## src/hw/rtl/dswl_pkg.sv

```systemverilog
// shared constants, types and helpers for the dds sweep word loader
`default_nettype none

package dswl_pkg;

   localparam int WORD_WIDTH      = 32;
   localparam int CMD_WIDTH       = 3;
   localparam int DATA_WIDTH      = 8;
   localparam int STROBE_WIDTH    = 2;
   localparam int PHASE_WIDTH     = 5;
   localparam int CSR_INDEX_WIDTH = 3;
   localparam int COUNT_WIDTH     = 6;
   localparam int JOB_DEPTH       = 2;
   localparam int JOB_PTR_WIDTH   = $clog2(JOB_DEPTH);
   localparam int JOB_CNT_WIDTH   = $clog2(JOB_DEPTH + 1);

   // command codes
   localparam logic [CMD_WIDTH-1:0] CMD_RESET  = 3'd0;
   localparam logic [CMD_WIDTH-1:0] CMD_WRITE  = 3'd1;
   localparam logic [CMD_WIDTH-1:0] CMD_RESEND = 3'd2;
   localparam logic [CMD_WIDTH-1:0] CMD_TICK   = 3'd3;
   localparam logic [CMD_WIDTH-1:0] CMD_REWIND = 3'd4;

   // pin pulse codes
   localparam logic [STROBE_WIDTH-1:0] STB_WCLK  = 2'd0;
   localparam logic [STROBE_WIDTH-1:0] STB_FQUD  = 2'd1;
   localparam logic [STROBE_WIDTH-1:0] STB_RESET = 2'd2;

   // register indexes
   localparam logic [CSR_INDEX_WIDTH-1:0] CSR_SERIAL_MODE  = 3'd0;
   localparam logic [CSR_INDEX_WIDTH-1:0] CSR_MULT_ENABLE  = 3'd1;
   localparam logic [CSR_INDEX_WIDTH-1:0] CSR_PHASE_OFFSET = 3'd2;
   localparam logic [CSR_INDEX_WIDTH-1:0] CSR_POWERED_DOWN = 3'd3;
   localparam logic [CSR_INDEX_WIDTH-1:0] CSR_SWEEP_START  = 3'd4;
   localparam logic [CSR_INDEX_WIDTH-1:0] CSR_SWEEP_STOP   = 3'd5;
   localparam logic [CSR_INDEX_WIDTH-1:0] CSR_SWEEP_STEP   = 3'd6;
   localparam logic [CSR_INDEX_WIDTH-1:0] CSR_BOUNCE_MODE  = 3'd7;

   // index of the final pulse of each sequence
   localparam logic [COUNT_WIDTH-1:0] LOAD_SERIAL_LAST   = 6'd40;
   localparam logic [COUNT_WIDTH-1:0] LOAD_PARALLEL_LAST = 6'd5;
   localparam logic [COUNT_WIDTH-1:0] RST_SERIAL_LAST    = 6'd2;
   localparam logic [COUNT_WIDTH-1:0] RST_PARALLEL_LAST  = 6'd0;

   typedef struct packed {
      logic                   serial_mode;
      logic                   mult_enable;
      logic [PHASE_WIDTH-1:0] phase_offset;
      logic                   powered_down;
      logic [WORD_WIDTH-1:0]  sweep_start;
      logic [WORD_WIDTH-1:0]  sweep_stop;
      logic [WORD_WIDTH-1:0]  sweep_step;
      logic                   bounce_mode;
   } cfg_type;

   typedef struct packed {
      logic                  is_reset;
      logic [WORD_WIDTH-1:0] word;
   } job_type;

   typedef enum logic [1:0] {
      BK_IDLE,
      BK_LOAD,
      BK_RESET
   } back_state_type;

   function automatic logic [DATA_WIDTH-1:0] ctrl_byte(input cfg_type cfg);
      ctrl_byte = {cfg.phase_offset, cfg.powered_down, 1'b0, cfg.mult_enable};
   endfunction

endpackage

`default_nettype wire

```

## src/hw/rtl/dswl_job_fifo.sv

```systemverilog
// short job queue between front end and pulse sequencer
`default_nettype none

module dswl_job_fifo
   import dswl_pkg::*;
(
   input  wire logic    clock,
   input  wire logic    reset,
   input  wire logic    push,
   input  wire job_type push_data,
   input  wire logic    pop,
   output job_type      head,
   output logic         empty,
   output logic         full
);

   job_type                  entry_ff [JOB_DEPTH];
   logic [JOB_PTR_WIDTH-1:0] wr_ptr_ff, wr_ptr_in;
   logic [JOB_PTR_WIDTH-1:0] rd_ptr_ff, rd_ptr_in;
   logic [JOB_CNT_WIDTH-1:0] count_ff, count_in;
   logic                     do_push, do_pop;

   assign empty   = (count_ff == '0);
   assign full    = (count_ff == JOB_CNT_WIDTH'(JOB_DEPTH));
   assign do_push = push && !full;
   assign do_pop  = pop && !empty;
   assign head    = entry_ff[rd_ptr_ff];

   always_comb begin
      wr_ptr_in = wr_ptr_ff;
      rd_ptr_in = rd_ptr_ff;
      count_in  = count_ff;
      if (do_push) begin
         wr_ptr_in = (wr_ptr_ff == JOB_PTR_WIDTH'(JOB_DEPTH - 1)) ? '0 : wr_ptr_ff + 1'b1;
      end
      if (do_pop) begin
         rd_ptr_in = (rd_ptr_ff == JOB_PTR_WIDTH'(JOB_DEPTH - 1)) ? '0 : rd_ptr_ff + 1'b1;
      end
      if (do_push && !do_pop) begin
         count_in = count_ff + 1'b1;
      end else if (do_pop && !do_push) begin
         count_in = count_ff - 1'b1;
      end
   end

   always_ff @(posedge clock) begin
      if (do_push) begin
         entry_ff[wr_ptr_ff] <= push_data;
      end
   end

   always_ff @(posedge clock) begin
      if (reset) begin
         wr_ptr_ff <= '0;
         rd_ptr_ff <= '0;
         count_ff  <= '0;
      end else begin
         wr_ptr_ff <= wr_ptr_in;
         rd_ptr_ff <= rd_ptr_in;
         count_ff  <= count_in;
      end
   end

endmodule

`default_nettype wire

```

## config.mk

```make
export PLATFORM = sky130hd
export DESIGN_NAME = dswl_job_fifo
export DESIGN_NICKNAME = d
export VERILOG_FILES = /design/src/hw/rtl/dswl_pkg.sv /design/src/hw/rtl/dswl_job_fifo.sv
export SDC_FILE = /design/constraint.sdc
export NUM_CORES = 1
export LEC_CHECK = 0
export CAP_MARGIN = 30
export CORE_MARGIN = 4
export CORE_UTILIZATION = 61
export DETAILED_ROUTE_END_ITERATION = 6
export DONT_BUFFER_PORTS = 1
export GPL_ROUTABILITY_DRIVEN = 0
export GPL_TIMING_DRIVEN = 0
export PLACE_DENSITY = 0.85
export SETUP_SLACK_MARGIN = 0.15
export SLEW_MARGIN = 10
export SYNTH_ARGS = -nofsm -noshare
export SYNTH_HDL_FRONTEND = slang
export SYNTH_SLANG_ARGS = --single-unit
```

## constraint.sdc

```tcl
create_clock -name clock -period 2.63 [get_ports clock]
set_clock_uncertainty 0.05 [all_clocks]
set_input_delay 0 -clock clock [delete_from_list [all_inputs] [get_ports clock]]
set_output_delay 0 -clock clock [all_outputs]
set_load 0.01 [all_outputs]
```

==> results of run 1 <==
[synth_stat cells, drive strengths merged]
master,n,share of area [%]
xor2,3,1.0
nor2b,1,0.34
ha,1,0.48
buf,4,0.77
mux2,33,14
a21oi,2,0.39
edfxtp,66,76
o21ai,3,0.58
and2,1,0.24
inv,2,0.29
or3,2,0.48
nor2,5,0.72
dfxtp,5,3.9
[final cells by class]
class                           count  area (um^2)  area share, %
Tap cell                           50         62.6           1.96
Multi-Input combinational cell     51          483           15.1
Buffer                              4         20.0          0.626
Clock inverter                      2         10.0          0.313
Inverter                            2         7.51          0.235
Sequential cell                    71         2080           65.2
Clock buffer                       14          143           4.46
Timing Repair Buffer               37          388           12.1
[through the flow]
step,area (um^2),worst slack [ns]
2_1_floorplan,2590,0.710
3_3_place_gp,2650,0.389
3_5_place_dp,2680,0.670
4_1_cts,3200,0.654
5_1_grt,3200,0.520
6_report,3200,0.626
[kinds of logic after synthesis]
kind of cell / synth area share (%)
DFF: 80.3
muxes: 14.3
and+or+nand+nor: 1.79
buffers and inverters: 1.06
AOI/OAI and AO/OA: 0.966
xor gates and xnor gates: 1.01
adders and majority gates: 0.483
[report_power, final]
part / switching [W] / internal [W] / leakage, nW
combinational: 0.000403 / 0.000301 / 0.365
clock: 0.000368 / 0.000342 / 0.0784
sequential: 0.0000527 / 0.00142 / 0.658
[registers in the layout, indices dropped and copies added, names as in the netlist, named ones only]
signal     count
rd_ptr_ff      1
entry_ff      66
wr_ptr_ff      1
count_ff       2
[tightest hold or removal path: stages]
cell,delay [ns]
inv_1,0.04
nor2_1,0.17
ha_1,0.21
xor2_1,0.10
nor2_1,0.08
[routing by layer]
| layer | part of all wire (%) | track usage (%) | up-vias |
|---|---|---|---|
| met3 | 6.9 | 8.40 | 2 |
| met2 | 55 | 34.8 | 53 |
| li1 | - | - | 592 |
| met5 | 0 | 0 | - |
| met4 | 0.39 | 7.38 | 0 |
| met1 | 38 | 21.5 | 635 |
[path summary, 6_finish.rpt]
path / slack (ns) / endpoint / from / depth (start not counted)
min reg2reg: 0.46 / flip-flop / rd_ptr_ff / 2
max reg2reg: 0.63 / entry_ff[0][14] / count_ff[0] / 4
max: 0.63 / entry_ff[0][14] / count_ff[0] / 4
min: 0.26 / count_ff[0] / push / 5
[what timing repair did]
| action | CTS | global route |
|---|---|---|
| endpoints found under the setup margin | 0 | 0 |
| hold buffers | 36 | 0 |
| endpoints found under the hold margin | 71 | 0 |
==> metrics.md, run 1 <==
| Metric | Value |
|---|---|
| TritonCTS Buffers | 9 |
| Power density cells | between 900 and 1000 mW/mm^2 |
| Remaining DRCs | 0 |
| Final setup fails | 0 |
| IO buf count | 0 |
| Die Footprint | 0.00535 mm^2 |
| Area growth, synth to finish | 23.3% |
| Initial antenna violation count | 0 |
| Peak VDD IR | ~0.57 mV |
| Die Span X | 73.2 um |
| Static leakage | 1.10 nW |
| First-pass GRT wire length | roughly 7600 um |
| Critical path required time | about 2.6 ns |
| Max_slew headroom | 46.0% |
| Crit-path slowest cell | inv_1 |
| Initial Util | 63.9% |
| FMAX | 499 MHz |
| Commonest non-fill, non-tap cell in the layout | edfxtp_1 |
| Worst-Margin Slew | between 0.8 and 0.9 ns |
| Nets@finish | 214 |
| Avg Cell Area, Syn | 20.2 um^2 |
| Clock sink total | 71 |
| CTS tree | built |
| Hold Crit Class | in2reg |
| WP data arrival | 1.98 ns |
| DRT Pass-1 Iters | 4 |
| Syn Nets | 166 |
| Sum of buffers and inverters on the critical path | 2 |
| Total negative slack | 0 ns |
| Setup Crit Path Kind | reg2reg |
| Fill cells | roughly 210 |
| Worst-Skew Late Latency | 0.32 ns |
| Final wirelength | 4820 um |
| Reg clk slew, reported paths | 0.07 ns |
| Synthesized area | 0.00259 mm^2 |
| Worst-path cell chain | nor2b_2, or3_1, inv_1, buf_16 |
| Overflow after GRT | 0 |
| Largest net degree at the start of global routing | 34 |
| Wire length per cell | 20.8 um |
| Max-Cap Viols | 0 |
| Chip height | around 73 um |
| Post-cts gate resize count | 0 |
| Fin. Hold Viols | 0 |
| Via count | 1282 |
| Worst Hold Slack | 0.262 ns |
| CTS max path bufs | 2 |
| Detailed Place HPWL | 2800 um |
| Fin cells | 231 |
| Post-route ant nets | 0 |
| Crit path capture type | flip-flop |
| Period utilization | 76.2% |
| Vias in the first global route | 1495 |
| Share of layout cells above drive strength 1 | 28.2% |
| GRT Overall Usage | 20.0% |
| Vias per inst | 5.55 |
| Status | finished, final reports clean |
| Placeable Area | 0.00406 mm^2 |
| Maximum fanout along the worst path | 21 |
| Max Slew Vio Count | 0 |
| H-tree depth reported by CTS | 3 |
| Top-Level Pins | 72 |
| Ant. Diodes | 0 |
| Setup Buffers After CTS | 0 |
| Sequential share of the synthesized area | between 80 and 90% |
| RSZ-0062 raised after global routing | false |
| Row count | 23 |
| Most frequent cells in the layout | 66 x edfxtp_1, 36 x dlygate4sd3_1, 33 x mux2_2 |
| Total power | 0.00289 W |
| Starting DRT DRC Count | 49 |
| Clock period minus worst slack | 2.00 ns |
| CP delay by family, top | buffers and inverters |
| Synth Warn # | 0 |
| Flops & latches, synth | 71 |
| Slowest cell delay on critical path | roughly 0.49 ns |
| Synth unique cells | 13 |
| Placed cells | 179 |
| Crit path launch type | flip-flop |
| Final core area utilization | 78.8% |
| Cells after synthesis | ~130 |
| Root Driver | clkbuf_8 |
Power figures use the tool's default switching activity.
==> run 2, diff against run 1 <==
--- a/config.mk
+++ b/config.mk
@@ -7,12 +7,12 @@
 export LEC_CHECK = 0
 export CAP_MARGIN = 30
 export CORE_MARGIN = 4
-export CORE_UTILIZATION = 61
+export CORE_UTILIZATION = 55
 export DETAILED_ROUTE_END_ITERATION = 6
 export DONT_BUFFER_PORTS = 1
 export GPL_ROUTABILITY_DRIVEN = 0
 export GPL_TIMING_DRIVEN = 0
-export PLACE_DENSITY = 0.85
+export PLACE_DENSITY = 0.81
 export SETUP_SLACK_MARGIN = 0.15
 export SLEW_MARGIN = 10
 export SYNTH_ARGS = -nofsm -noshare
==> constraint.sdc (replaced) <==
create_clock -name clock -period 1.7 [get_ports clock]
set_clock_uncertainty 0.05 [all_clocks]
set_input_delay 0 -clock clock [delete_from_list [all_inputs] [get_ports clock]]
set_output_delay 0 -clock clock [all_outputs]
set_load 0.01 [all_outputs]
==> metrics.md, run 2 (synthesis gave the netlist of run 1 again) <==
| Metric | Value |
|---|---|
| First-pass GRT wire length | between 7000 and 8000 um |
| Sum of buffers and inverters on the critical path | 0 |
| Worst-Margin Slew | 0.458 ns |
| Hold path endpoint | entry_ff[1][22] |
| Sequential Power Share | approximately half |
| Period utilization | a little over nine tenths |
| Crit path launch type | flip-flop |
| Largest net degree at the start of global routing | 34 |
| Detailed Place HPWL | between 2000 and 3000 um |
| Final setup fails | 0 |
| Fill cells | 265 |
| Slowest cell delay on critical path | around 0.35 ns |
| GRT Overall Usage | 17.5% |
| IO buf count | 0 |
| Clock sink total | 71 |
| Vias per inst | 5.49 |
| Root Driver | clkbuf_8 |
| Static leakage | about 1.1 nW |
| FMAX | 628 MHz |
| Critical path required time | 1.90 ns |
| Top-Level Pins | 72 |
| Die Footprint | 0.00587 mm^2 |
| Initial antenna violation count | 0 |
| Initial Util | 58.3% |
| Max-Cap Viols | 0 |
| Clock period minus worst slack | 1.59 ns |
| Combinational fraction of design power | 26.6% |
| Worst-path cell chain | nor2b_4, nor2_2, ha_1, xor2_1, or3_1, a21oi_2 |
| Final wirelength | 4900 um |
| Vias in the first global route | 1406 |
| Placeable Area | 0.00444 mm^2 |
| Fin. Hold Viols | 0 |
| Max reg flops | 66 |
| Row count | 24 |
| Final Instance Area | 0.00327 mm^2 |
| Setup Crit Path Kind | reg2reg |
| Worst reg-to-reg setup slack | 0.11 ns |
| Reg2reg end | count_ff[1] |
| Crit-path slowest cell | dfxtp_2 |
| Overflow after GRT | 0 |
| Remaining DRCs | 0 |
| DP Area | approximately 0.0027 mm^2 |
| Nets@finish | 218 |
| Via count | 1302 |
| WP data arrival | 1.79 ns |
| HP Start | push_data[22] |
| CTS tree | built |
| Reg clk slew, reported paths | 0.07 ns |
| Area growth, synth to finish | 26.1% |
| Peak VDD IR | roughly 1.1 mV |
| Share of layout cells above drive strength 1 | 34.1% |
| Fin cells | 237 |
| H-tree depth reported by CTS | 3 |
| Top flop regs | entry_ff (66), count_ff (2) |
| Commonest non-fill, non-tap cell in the layout | edfxtp_1 |
| Chip height | roughly 77 um |
| Reg-to-Reg Start | count_ff[1] |
| Placed cells | 180 |
| Wire length per cell | ~21 um |
| Reg2Reg Depth | 6 |
| Top reg by flops | entry_ff |
| Hold Path Cell Cnt | 1 |
| Worst-Skew Late Latency | 0.32 ns |
| P_sw | 0.00131 W |
| CP delay by family, top | simple AND/OR/NAND/NOR gates |
| Int Power | 0.00326 W |
| Ant. Diodes | 0 |
| TritonCTS Buffers | 9 |
| Crit path capture type | flip-flop |
| Power density cells | 1400 mW/mm^2 |
| Clk network pwr share | 23.3% |
| Hold Crit Class | in2reg |
| Most frequent cells in the layout | 66 x edfxtp_1, 36 x dlygate4sd3_1, 33 x mux2_2 |
| RSZ-0062 raised after global routing | true |
| Starting DRT DRC Count | 63 |
| Post-route ant nets | 0 |
| Max_slew headroom | 69.4% |
| DRT Pass-1 Iters | 4 |
| Status | finished, final reports clean |
| Maximum fanout along the worst path | 4 |
| Switch share | 28.8% |
| Die Span X | 76.6 um |
| Max Slew Vio Count | 0 |
| CTS max path bufs | 2 |
run 2: cell types whose count changed in the layout (fill, tap and decap cells not counted), moves of 2 or more:
cell        previous run  this run
clkinv_2               2         4
o21ai_1                0         2
dfxtp_2                0         2
o21ai_0                3         1
clkinv_1               0         2
buf_2                  4         1
clkinvlp_4             0         2
clkbuf_1               5         1
clkbuf_4               0         3
dfxtp_1                5         3
buf_12                 0         2
buf_4                  0         2
run 2: metrics by stage:
step           util (%)  TNS [ns]  setup WS, ns  total power [W]  hold WS (ns)
3_5_place_dp       60.2     -7.93        -0.174          0.00332        0.0175
6_report           73.5         0         0.109          0.00457         0.278
2_1_floorplan         -         0         0.128          0.00312        0.0117
5_1_grt            73.5         0        0.0406          0.00478         0.266
3_3_place_gp       60.2     -1.99       -0.0608          0.00326        0.0137
4_1_cts            72.8         0         0.154          0.00451         0.268
run 2: cell type report:
type	count	area, um^2	area share [%]
multi-input combinational	51	500	15.3
buffer	4	27.5	0.843
timing repair inverter	1	7.51	0.230
sequential	71	2080	63.8
inverter	2	11.3	0.345
tap	52	65.1	1.99
clock inverter	6	27.5	0.843
timing repair buffer	40	415	12.7
clock buffer	10	128	3.91
run 2: worst max-delay path by stage:
| stage | start | endpoint | slack (ns) | cells after the start |
|---|---|---|---|---|
| floorplan | count_ff[1] | entry_ff[0][0] | 0.13 | 3 |
| global placement | count_ff[1] | entry_ff[0][0] | -0.06 | 3 |
| detailed placement | count_ff[1] | entry_ff[0][0] | -0.17 | 3 |
| CTS | count_ff[0] | entry_ff[0][3] | 0.15 | 3 |
| global route | count_ff[1] | count_ff[1] | 0.04 | 6 |
| finish | count_ff[1] | count_ff[1] | 0.11 | 6 |
run 2: routing by layer:
metal	track usage, %	vias to the layer above	wire (um)
met1	18.0	652	1720
li1	-	600	-
met2	32.5	46	2900
met3	5.44	4	235
met5	0	-	0
met4	7.25	0	37
run 2: what timing repair did:
item / in CTS / in global routing
gates resized for setup: 4 / 5
hold buffers: 36 / 0
endpoints found under the setup margin: 67 / 66
buffers inserted: 3 / 1
gates cloned: 1 / 0
pin swaps: 2 / 0
endpoints found under the hold margin: 71 / 0
run 2: power groups by stage:
stage          registers [W]  clock network (W)  logic (W)
2_1_floorplan        0.00230                  0   0.000816
3_3_place_gp         0.00231                  0   0.000946
3_5_place_dp         0.00233                  0   0.000987
4_1_cts              0.00229            0.00107    0.00115
5_1_grt              0.00231            0.00117    0.00130
6_report             0.00229            0.00106    0.00122
