## src/hw/rtl/dswl_pkg.sv

```systemverilog
// shared constants, types and helpers for the dds sweep word loader
`default_nettype none

package dswl_pkg;

   localparam int WORD_WIDTH      = 32;
   localparam int CMD_WIDTH       = 3;
   localparam int DATA_WIDTH      = 8;
   localparam int STROBE_WIDTH    = 2;
   localparam int PHASE_WIDTH     = 5;
   localparam int CSR_INDEX_WIDTH = 3;
   localparam int COUNT_WIDTH     = 6;
   localparam int JOB_DEPTH       = 2;
   localparam int JOB_PTR_WIDTH   = $clog2(JOB_DEPTH);
   localparam int JOB_CNT_WIDTH   = $clog2(JOB_DEPTH + 1);

   // command codes
   localparam logic [CMD_WIDTH-1:0] CMD_RESET  = 3'd0;
   localparam logic [CMD_WIDTH-1:0] CMD_WRITE  = 3'd1;
   localparam logic [CMD_WIDTH-1:0] CMD_RESEND = 3'd2;
   localparam logic [CMD_WIDTH-1:0] CMD_TICK   = 3'd3;
   localparam logic [CMD_WIDTH-1:0] CMD_REWIND = 3'd4;

   // pin pulse codes
   localparam logic [STROBE_WIDTH-1:0] STB_WCLK  = 2'd0;
   localparam logic [STROBE_WIDTH-1:0] STB_FQUD  = 2'd1;
   localparam logic [STROBE_WIDTH-1:0] STB_RESET = 2'd2;

   // register indexes
   localparam logic [CSR_INDEX_WIDTH-1:0] CSR_SERIAL_MODE  = 3'd0;
   localparam logic [CSR_INDEX_WIDTH-1:0] CSR_MULT_ENABLE  = 3'd1;
   localparam logic [CSR_INDEX_WIDTH-1:0] CSR_PHASE_OFFSET = 3'd2;
   localparam logic [CSR_INDEX_WIDTH-1:0] CSR_POWERED_DOWN = 3'd3;
   localparam logic [CSR_INDEX_WIDTH-1:0] CSR_SWEEP_START  = 3'd4;
   localparam logic [CSR_INDEX_WIDTH-1:0] CSR_SWEEP_STOP   = 3'd5;
   localparam logic [CSR_INDEX_WIDTH-1:0] CSR_SWEEP_STEP   = 3'd6;
   localparam logic [CSR_INDEX_WIDTH-1:0] CSR_BOUNCE_MODE  = 3'd7;

   // index of the final pulse of each sequence
   localparam logic [COUNT_WIDTH-1:0] LOAD_SERIAL_LAST   = 6'd40;
   localparam logic [COUNT_WIDTH-1:0] LOAD_PARALLEL_LAST = 6'd5;
   localparam logic [COUNT_WIDTH-1:0] RST_SERIAL_LAST    = 6'd2;
   localparam logic [COUNT_WIDTH-1:0] RST_PARALLEL_LAST  = 6'd0;

   typedef struct packed {
      logic                   serial_mode;
      logic                   mult_enable;
      logic [PHASE_WIDTH-1:0] phase_offset;
      logic                   powered_down;
      logic [WORD_WIDTH-1:0]  sweep_start;
      logic [WORD_WIDTH-1:0]  sweep_stop;
      logic [WORD_WIDTH-1:0]  sweep_step;
      logic                   bounce_mode;
   } cfg_type;

   typedef struct packed {
      logic                  is_reset;
      logic [WORD_WIDTH-1:0] word;
   } job_type;

   typedef enum logic [1:0] {
      BK_IDLE,
      BK_LOAD,
      BK_RESET
   } back_state_type;

   function automatic logic [DATA_WIDTH-1:0] ctrl_byte(input cfg_type cfg);
      ctrl_byte = {cfg.phase_offset, cfg.powered_down, 1'b0, cfg.mult_enable};
   endfunction

endpackage

`default_nettype wire

```

## src/hw/rtl/dswl_csr.sv

```systemverilog
// configuration register file
`default_nettype none

module dswl_csr
   import dswl_pkg::*;
(
   input  wire logic                       clock,
   input  wire logic                       reset,
   input  wire logic                       csr_write_enable,
   input  wire logic [CSR_INDEX_WIDTH-1:0] csr_index,
   input  wire logic [WORD_WIDTH-1:0]      csr_write_data,
   output cfg_type                         cfg
);

   cfg_type cfg_ff;
   cfg_type cfg_in;

   always_comb begin
      cfg_in = cfg_ff;
      if (csr_write_enable) begin
         case (csr_index)
            CSR_SERIAL_MODE:  cfg_in.serial_mode  = csr_write_data[0];
            CSR_MULT_ENABLE:  cfg_in.mult_enable  = csr_write_data[0];
            CSR_PHASE_OFFSET: cfg_in.phase_offset = csr_write_data[PHASE_WIDTH-1:0];
            CSR_POWERED_DOWN: cfg_in.powered_down = csr_write_data[0];
            CSR_SWEEP_START:  cfg_in.sweep_start  = csr_write_data;
            CSR_SWEEP_STOP:   cfg_in.sweep_stop   = csr_write_data;
            CSR_SWEEP_STEP:   cfg_in.sweep_step   = csr_write_data;
            CSR_BOUNCE_MODE:  cfg_in.bounce_mode  = csr_write_data[0];
            default:          cfg_in = cfg_ff;
         endcase
      end
   end

   always_ff @(posedge clock) begin
      if (reset) begin
         cfg_ff <= '0;
      end else begin
         cfg_ff <= cfg_in;
      end
   end

   assign cfg = cfg_ff;

endmodule

`default_nettype wire

```

## config.mk

```make
export PLATFORM = sky130hd
export DESIGN_NAME = dswl_csr
export DESIGN_NICKNAME = d
export VERILOG_FILES = /design/src/hw/rtl/dswl_pkg.sv /design/src/hw/rtl/dswl_csr.sv
export SDC_FILE = /design/constraint.sdc
export NUM_CORES = 1
export LEC_CHECK = 0
export BUFFER_PORTS_ARGS = -buffer_cell sky130_fd_sc_hd__buf_2
export CAP_MARGIN = 10
export CORE_MARGIN = 1
export CORE_UTILIZATION = 32
export DETAILED_ROUTE_END_ITERATION = 12
export GPL_TIMING_DRIVEN = 0
export SLEW_MARGIN = 30
export SYNTH_ARGS = -nofsm -noshare
export SYNTH_HDL_FRONTEND = slang
export SYNTH_SLANG_ARGS = --single-unit
```

## constraint.sdc

```tcl
create_clock -name clock -period 1.3 [get_ports clock]
set_input_delay 0.26 -clock clock [delete_from_list [all_inputs] [get_ports clock]]
set_output_delay 0.26 -clock clock [all_outputs]
set_load 0.05 [all_outputs]
```

==> results.txt, run 1 <==
The run finished with clean final reports. The share of synthesized flip-flops with an asynchronous set or reset is 0. For this run, the total global-route usage over all layers was measured as 0.1602.

sky130_fd_sc_hd__dfxtp_1 takes more of the synthesized area than any other cell. Across the run, the number of max-cap violations was 0. The share of the Yosys chip area taken by registers is 0.4825.

The tree is rooted in a sky130_fd_sc_hd__clkbuf_16. The total power density per cell area came out at 1217 nW/um^2. Routability-driven placement finished with a final weighted congestion of 0.7238.

The number of antenna repair diodes came out at 0. Dividing the detail-routed wire length by the instance count gives 15.21 um. In the post-synthesis netlist, the cell with the most instances is sky130_fd_sc_hd__nand2b_1. The placeable core region came out at 13,240 um^2.

The number of H-tree levels is 3. The post-DP HPWL came out at 7925 um. The post-synthesis average cell area came out at 11.23 um^2. The flip-flop count of the largest register, all copies and words added is 105. Clock tree synthesis found a total of 105 sinks.

The floorplan die area came out at 14,080 um^2. The initial DRC count came out at 115. Before CTS, the worst setup slack after placement is -0.3186 ns.

The largest driver fanout on the critical path is 2. The number of distinct library cells after synthesis came out at 17. The via count came out at 3,146.

The total congestion overflow came out at 0. Setup repair after global routing left no endpoint under its margin. Counting instances in the post-synthesis netlist gives the leading cell types as sky130_fd_sc_hd__nand2b_1 (137), sky130_fd_sc_hd__dfxtp_1 (105), sky130_fd_sc_hd__mux2i_1 (105). For this run, design rule violations remaining after detail routing come to 0.

The leakage power of the design is 2.824 nW. The chip width is 118.7 um. The combined area of all synthesized cells is 4357 um^2.

The number of antenna violations at the first check in global routing came to 0. The clock passes through at most 2 buffers. Counting the buffers created by CTS gives 9.

The number of endpoints failing setup at the final stage is 0. The worst-skew pair later-pin latency came out at 0.34 ns. The minimum hold slack is 0.2175 ns. The quantity of hold-fixing buffers added after cts came out at 0. The number of instances in the synthesized netlist is 388. The largest incremental delay on the critical path is 0.36 ns. The setup TNS after final layout came out at 0 ns. The required time of the critical path is 1.04 ns. The signal arrival time at the worst endpoint came out at 0.98 ns.

The total number of yosys warnings is 0. The number of nets at the end of the flow came out at 575. The number of pins with negative max-slew slack in the final report is 0. The share of the clock period used by the worst path came out at 0.9576. The growth of design area from synthesis to finish came out at 27.63%. The first-pass GRT wire length is 17,130 um.

The number of nets with antenna violations after detailed routing is 0. Traced cell by cell, the critical path runs through buf_2. After synthesis the netlist holds a flip-flop and latch count of 105. The floorplan has 42 rows. The number of synthesized flops with an enable pin is 0. TritonCTS built the clock tree. The measured slew at the worst slew-check pin is 0.4746 ns. The number of cells traversed by the worst hold path came out at 3. The pin count of the biggest net entering global routing is 17. In the synthesized netlist the dominant register cell turns out to be sky130_fd_sc_hd__dfxtp_1.

The total nets after synthesis is 426. The routed design could run at a clock period as short as 1.245 ns. The y dimension of the die is 118.7 um. The via count of the first global-routing pass is 3,246.

The instance count on the critical path is 1. The initial core utilization is 0.3290. The I/O pin total is 143.

The completed layout was analyzed and its total power is 6.768 mW. The worst-case IR drop observed on VDD is 654.7 uV. The length in cells of the worst reg-to-reg path came out at 2. The number of port buffers is 138. The number of buffers and inverters on the critical path came out at 1.

After filler insertion, the fill cell instance count of the layout stands at 1,326. Headroom to the max-slew limit came out at 0.6836. The vias per cell is 4.382. Yosys attributes the largest share of cell area to sky130_fd_sc_hd__dfxtp_1 (48%), sky130_fd_sc_hd__mux2i_1 (24%), sky130_fd_sc_hd__nand2b_1 (20%). The least setup slack across all paths after layout came out at 0.05514 ns.

The share of synthesized area in the top cell type comes to 0.4825. The fmax came out at 0.8033 GHz. Across the routed clock network, the largest skew measured is 0 ns. The slowest stage of the critical path is the sky130_fd_sc_hd__dfxtp_1 cell. The worst setup path is of the reg -> out kind. The final standard cell utilization of the core is 0.4199. The first-pass iteration count of the detailed router came out at 4. The total count of hold-check failures in the final report was 0.

Of the cells placed in the final design, the portion with a size suffix greater than 1 is 0.3266. The post-cts repair resize count is 0. The min-delay analysis places its worst path in the category in -> reg.

STA classifies the critical path endpoint as a primary output. The cell class contributing the biggest share of worst-path delay is flip-flops. The clock slew seen by the registers of the worst setup and hold paths is 0.07 ns.

The worst setup path is launched from a register. The wire length reported by the detailed router is 10,920 um. The buffers inserted during post-CTS setup optimization is 0.
worst min-delay path, stage by stage:
cell                       delay (ns)
sky130_fd_sc_hd__buf_2           0.08
sky130_fd_sc_hd__nand2b_1        0.07
sky130_fd_sc_hd__mux2i_1         0.11
cells in the final DEF, fill, tap and decap left out, types with 2 or more instances in the layout:
cell type	instances
sky130_fd_sc_hd__and4bb_2	2
sky130_fd_sc_hd__buf_2	142
sky130_fd_sc_hd__buf_4	5
sky130_fd_sc_hd__buf_6	8
sky130_fd_sc_hd__clkbuf_1	11
sky130_fd_sc_hd__clkbuf_16	9
sky130_fd_sc_hd__clkbuf_2	3
sky130_fd_sc_hd__clkinv_2	2
sky130_fd_sc_hd__dfxtp_1	105
sky130_fd_sc_hd__mux2i_1	105
sky130_fd_sc_hd__nand2b_1	137
sky130_fd_sc_hd__nand4b_1	2
path summary, 6_finish.rpt:
path	startpoint	endpoint	slack, ns
worst min-delay path	csr_write_data[19]	cfg[84]	0.22
worst max register to register	cfg[37]	cfg[37]	0.67
worst min register to register	cfg[75]	cfg[75]	0.47
worst max-delay path	cfg[73]	cfg[73]	0.06
per-stage QoR:
| stage | cells | area (um^2) |
|---|---|---|
| final | 718 | 5560 |
| after global routing | 718 | 5560 |
| after CTS | 718 | 5557 |
| after detailed placement | 702 | 5268 |
| after global placement | 702 | 5268 |
| after floorplan | 388 | 4357 |
logic make-up after synthesis:
logic type | count (synthesis) | synth area share
and+or+nand+nor | 147 | 0.2266
muxes | 105 | 0.2412
DFF | 105 | 0.4825
buffers and inverters | 31 | 0.04968
per-layer routing:
metal / global-route usage / up-vias / wire [um]
met5: 0 / - / 0
met4: 0.06883 / 0 / 190
met3: 0.04585 / 13 / 702
met2: 0.2632 / 97 / 5115
met1: 0.1947 / 1463 / 4911
li1: - / 1573 / -
cell type report:
class | count | area, um^2 | share of cell area
Sequential cell | 105 | 2102 | 0.3780
Multi-Input combinational cell | 252 | 2038 | 0.3666
Timing Repair Buffer | 138 | 690.7 | 0.1242
Clock buffer | 11 | 232.7 | 0.04185
Buffer | 31 | 220.2 | 0.03960
Tap cell | 176 | 220.2 | 0.03960
Clock inverter | 5 | 56.30 | 0.01013
power breakdown:
group	leakage (nW)	internal (mW)	switching, mW
sequential	0.850	3.29	0.0363
clock	0.139	1.49	1.19
combinational	1.84	0.269	0.497
Note: power is estimated with default switching activity, not from simulation.
==> inputs of run 2 (changes only) <==
--- a/config.mk
+++ b/config.mk
@@ -7,10 +7,13 @@
 export LEC_CHECK = 0
 export BUFFER_PORTS_ARGS = -buffer_cell sky130_fd_sc_hd__buf_2
 export CAP_MARGIN = 10
+export CELL_PAD_IN_SITES_DETAIL_PLACEMENT = 0
+export CELL_PAD_IN_SITES_GLOBAL_PLACEMENT = 1
 export CORE_MARGIN = 1
 export CORE_UTILIZATION = 32
 export DETAILED_ROUTE_END_ITERATION = 12
 export GPL_TIMING_DRIVEN = 0
+export PLACE_DENSITY_LB_ADDON = 0.1
 export SLEW_MARGIN = 30
 export SYNTH_ARGS = -nofsm -noshare
 export SYNTH_HDL_FRONTEND = slang
==> results.txt, run 2 (synthesis gave the netlist of run 1 again) <==
Outcome: finished, final reports clean (unchanged). The path category of the worst min-delay check is in -> reg (unchanged). The switching power summed over all nets came out at 1.650 mW (was 1.721 mW). The share of total power in sequential cells came out at 0.507 (was 0.491). The critical path startpoint category is a register (unchanged). The most common cell after layout, fill and taps aside is sky130_fd_sc_hd__buf_2 (unchanged).

The number of antenna repair diodes is 0 (unchanged). The share of post-route cells with drive strength above 1 came to 0.3198 (was 0.3266). The chip width came to 118.7 um (unchanged). The critical path class is reg -> out (unchanged). The number of endpoints failing setup at the final stage came out at 0 (unchanged).

The post-layout minimum cycle time came out at 1.228 ns (was 1.245 ns). The number of pins with negative max-slew slack in the final report came out at 0 (unchanged). Cells along the critical path: buf_2 (unchanged). The maximum buffer depth of the clock tree was 2 (unchanged). The multi-input combinational cell area came out at 2038 um^2 (unchanged). The internal power contribution was 4.903 mW (was 5.048 mW). The number of standard-cell rows in the floorplan is 42 (unchanged). The share of the clock period used by the worst path is 0.9447 (was 0.9576). The number of H-tree levels is 3 (unchanged). The final standard cell utilization of the core came out at 0.4175 (was 0.4199). The number of CTS-inserted buffers came out at 9 (unchanged).

The power consumption came to 6.553 mW (was 6.768 mW). The number of design rule violations left after detail routing is 0 (unchanged). The via count is 3,156 (was 3,146). The routed wirelength normalized by instance count came out at 15.38 um (was 15.21 um). The post-placement setup slack came out at -0.4659 ns (was -0.3186 ns). The measured slew at the worst slew-check pin is 0.5347 ns (was 0.4746 ns). The part of the total power dissipated in combinational logic is 0.117 (was 0.113). The signal arrival time at the worst endpoint is 0.97 ns (was 0.98 ns). The clock tree from TritonCTS is yes (unchanged). The fmax came to 0.8143 GHz (was 0.8033 GHz).

The total power density per cell area is 1185 nW/um^2 (was 1217 nW/um^2). The maximum resistive drop on vdd came out at 490.3 uV (was 654.7 uV). The quantity of hold-fixing buffers added after cts is 0 (unchanged). The largest incremental delay on the critical path came out at 0.35 ns (was 0.36 ns). The number of antenna violations at the first check in global routing was 0 (unchanged).

The number of port buffers is 138 (unchanged). The headroom to the max-slew limit is 0.6435 (was 0.6836). The setup clock skew after layout is 0 ns (unchanged). The cell type of the slowest stage on the worst timing path is sky130_fd_sc_hd__dfxtp_1 (unchanged). The least setup slack across all paths after layout came out at 0.07195 ns (was 0.05514 ns). The first-pass iteration count of the detailed router came out at 4 (unchanged). The proportion of power drawn by the clock network came to 0.375 (was 0.396). The pin count of the biggest net entering global routing came out at 15 (was 17). The I/O pin total came out at 143 (unchanged). The area taken by flip-flops and latches is 2102 um^2 (unchanged).

The total congestion overflow is 0 (unchanged). The flip-flop count of the largest register, all copies and words added came out at 105 (unchanged). The fraction of power spent switching nets came out at 0.2518 (was 0.2542). The clock slew seen by the registers of the worst setup and hold paths is 0.06 ns (was 0.07 ns).

The number of sinks driven by the clock tree is 105 (unchanged). The initial DRC count is 97 (was 115). The total routing usage reported by global routing is 0.1651 (was 0.1602). The growth of design area from synthesis to finish is 26.91% (was 27.63%). The total count of hold-check failures in the final report is 0 (unchanged). The vias per cell came out at 4.402 (was 4.382). The leakage power of the design is 2.809 nW (was 2.824 nW). The largest driver fanout on the critical path is 2 (unchanged). The total placed cells including tap cells is 702 (unchanged). The y dimension of the die is 118.7 um (unchanged).

The sort of element at the end of the critical path is a primary output (unchanged). The setup slack of the most critical reg-to-reg path came out at 0.70 ns (was 0.67 ns). The first-pass GRT wire length came out at 17,570 um (was 17,130 um). The number of nets at the end of the flow is 575 (unchanged). The cell class contributing the biggest share of worst-path delay is flip-flops (unchanged). The instance area at placement came out at 5268 um^2 (unchanged). The initial core utilization came out at 0.3290 (unchanged). The routability congestion estimate was 0.6973 (was 0.7238). Most frequent cells in the layout: sky130_fd_sc_hd__buf_2 (142), sky130_fd_sc_hd__nand2b_1 (137), sky130_fd_sc_hd__mux2i_1 (105), sky130_fd_sc_hd__dfxtp_1 (105), sky130_fd_sc_hd__clkbuf_1 (14) (was sky130_fd_sc_hd__buf_2 (142), sky130_fd_sc_hd__nand2b_1 (137), sky130_fd_sc_hd__mux2i_1 (105), sky130_fd_sc_hd__dfxtp_1 (105), sky130_fd_sc_hd__clkbuf_1 (11)). The final instance count without filler cells is 717 (was 718).

The number of buffers and inverters on the critical path is 1 (unchanged). The max-capacitance violation count came out at 0 (unchanged). RSZ-0062 raised after global routing: no (unchanged).

The number of fillers in the final layout came out at 1,400 (was 1,326). The placeable core region is 13,240 um^2 (unchanged). The post-DP HPWL came out at 7905 um (was 7925 um). The worst-skew pair later-pin latency came out at 0.34 ns (about the same). The library cell used as clock root buffer is sky130_fd_sc_hd__clkbuf_16 (unchanged).

The number of nets with antenna violations after detailed routing came out at 0 (unchanged). The buffers inserted during post-CTS setup optimization came out at 0 (unchanged). The final cell area excluding filler cells is 5529 um^2 (was 5560 um^2).

The wire length reported by the detailed router is 11,020 um (was 10,920 um). The floorplan die area is 14,080 um^2 (unchanged). The via count of the first global-routing pass came out at 3,276 (was 3,246).

The required time of the critical path is 1.04 ns (about the same).
run 2: final cells by class:
type	count	area share
sequential	105	0.3802
multi-input combinational	252	0.3686
timing repair buffer	138	0.1249
clock buffer	15	0.04662
buffer	31	0.03983
tap	176	0.03983
run 2: worst paths after layout:
| path | start | to | cells past startpoint |
|---|---|---|---|
| min | csr_write_data[5] | cfg[38] | 3 |
| max | cfg[54] | cfg[54] | 1 |
| max reg2reg | cfg[6] | cfg[6] | 2 |
| min reg2reg | cfg[81] | cfg[81] | 2 |
run 2: worst reg2reg max path, cell delays in order, from the launching register on:
cell                       delay [ns]
sky130_fd_sc_hd__dfxtp_1         0.33
sky130_fd_sc_hd__nand2b_1        0.06
sky130_fd_sc_hd__mux2i_1         0.14
run 2: through the flow:
| step | setup TNS [ns] | hold WS, ns |
|---|---|---|
| floorplan | 0 | 0.4582 |
| global placement | -18.52 | 0.4559 |
| detailed placement | -21.21 | 0.4632 |
| CTS | 0 | 0.2005 |
| global route | 0 | 0.2245 |
| finish | 0 | 0.2190 |
run 2: routing by layer:
layer / global-route usage / wire length [um] / up-vias
met2: 0.2672 / 5089 / 87
li1: - / - / 1581
met3: 0.04923 / 645 / 13
met1: 0.2033 / 5091 / 1475
met4: 0.06883 / 196 / 0
met5: 0 / 0 / -
run 2: timing repair:
item / CTS / global route
resized for setup: 1 / 4
pin swaps: 0 / 0
setup endpoints to repair: 10 / 13
run 2: power groups by stage:
stage | clock (mW) | combinational, mW | sequential (mW)
3_5_place_dp | 0 | 0.782 | 3.40
3_3_place_gp | 0 | 0.778 | 3.39
2_1_floorplan | 0 | 0.311 | 3.64
4_1_cts | 2.59 | 0.785 | 3.32
5_1_grt | 2.70 | 0.824 | 3.33
6_report | 2.46 | 0.770 | 3.32
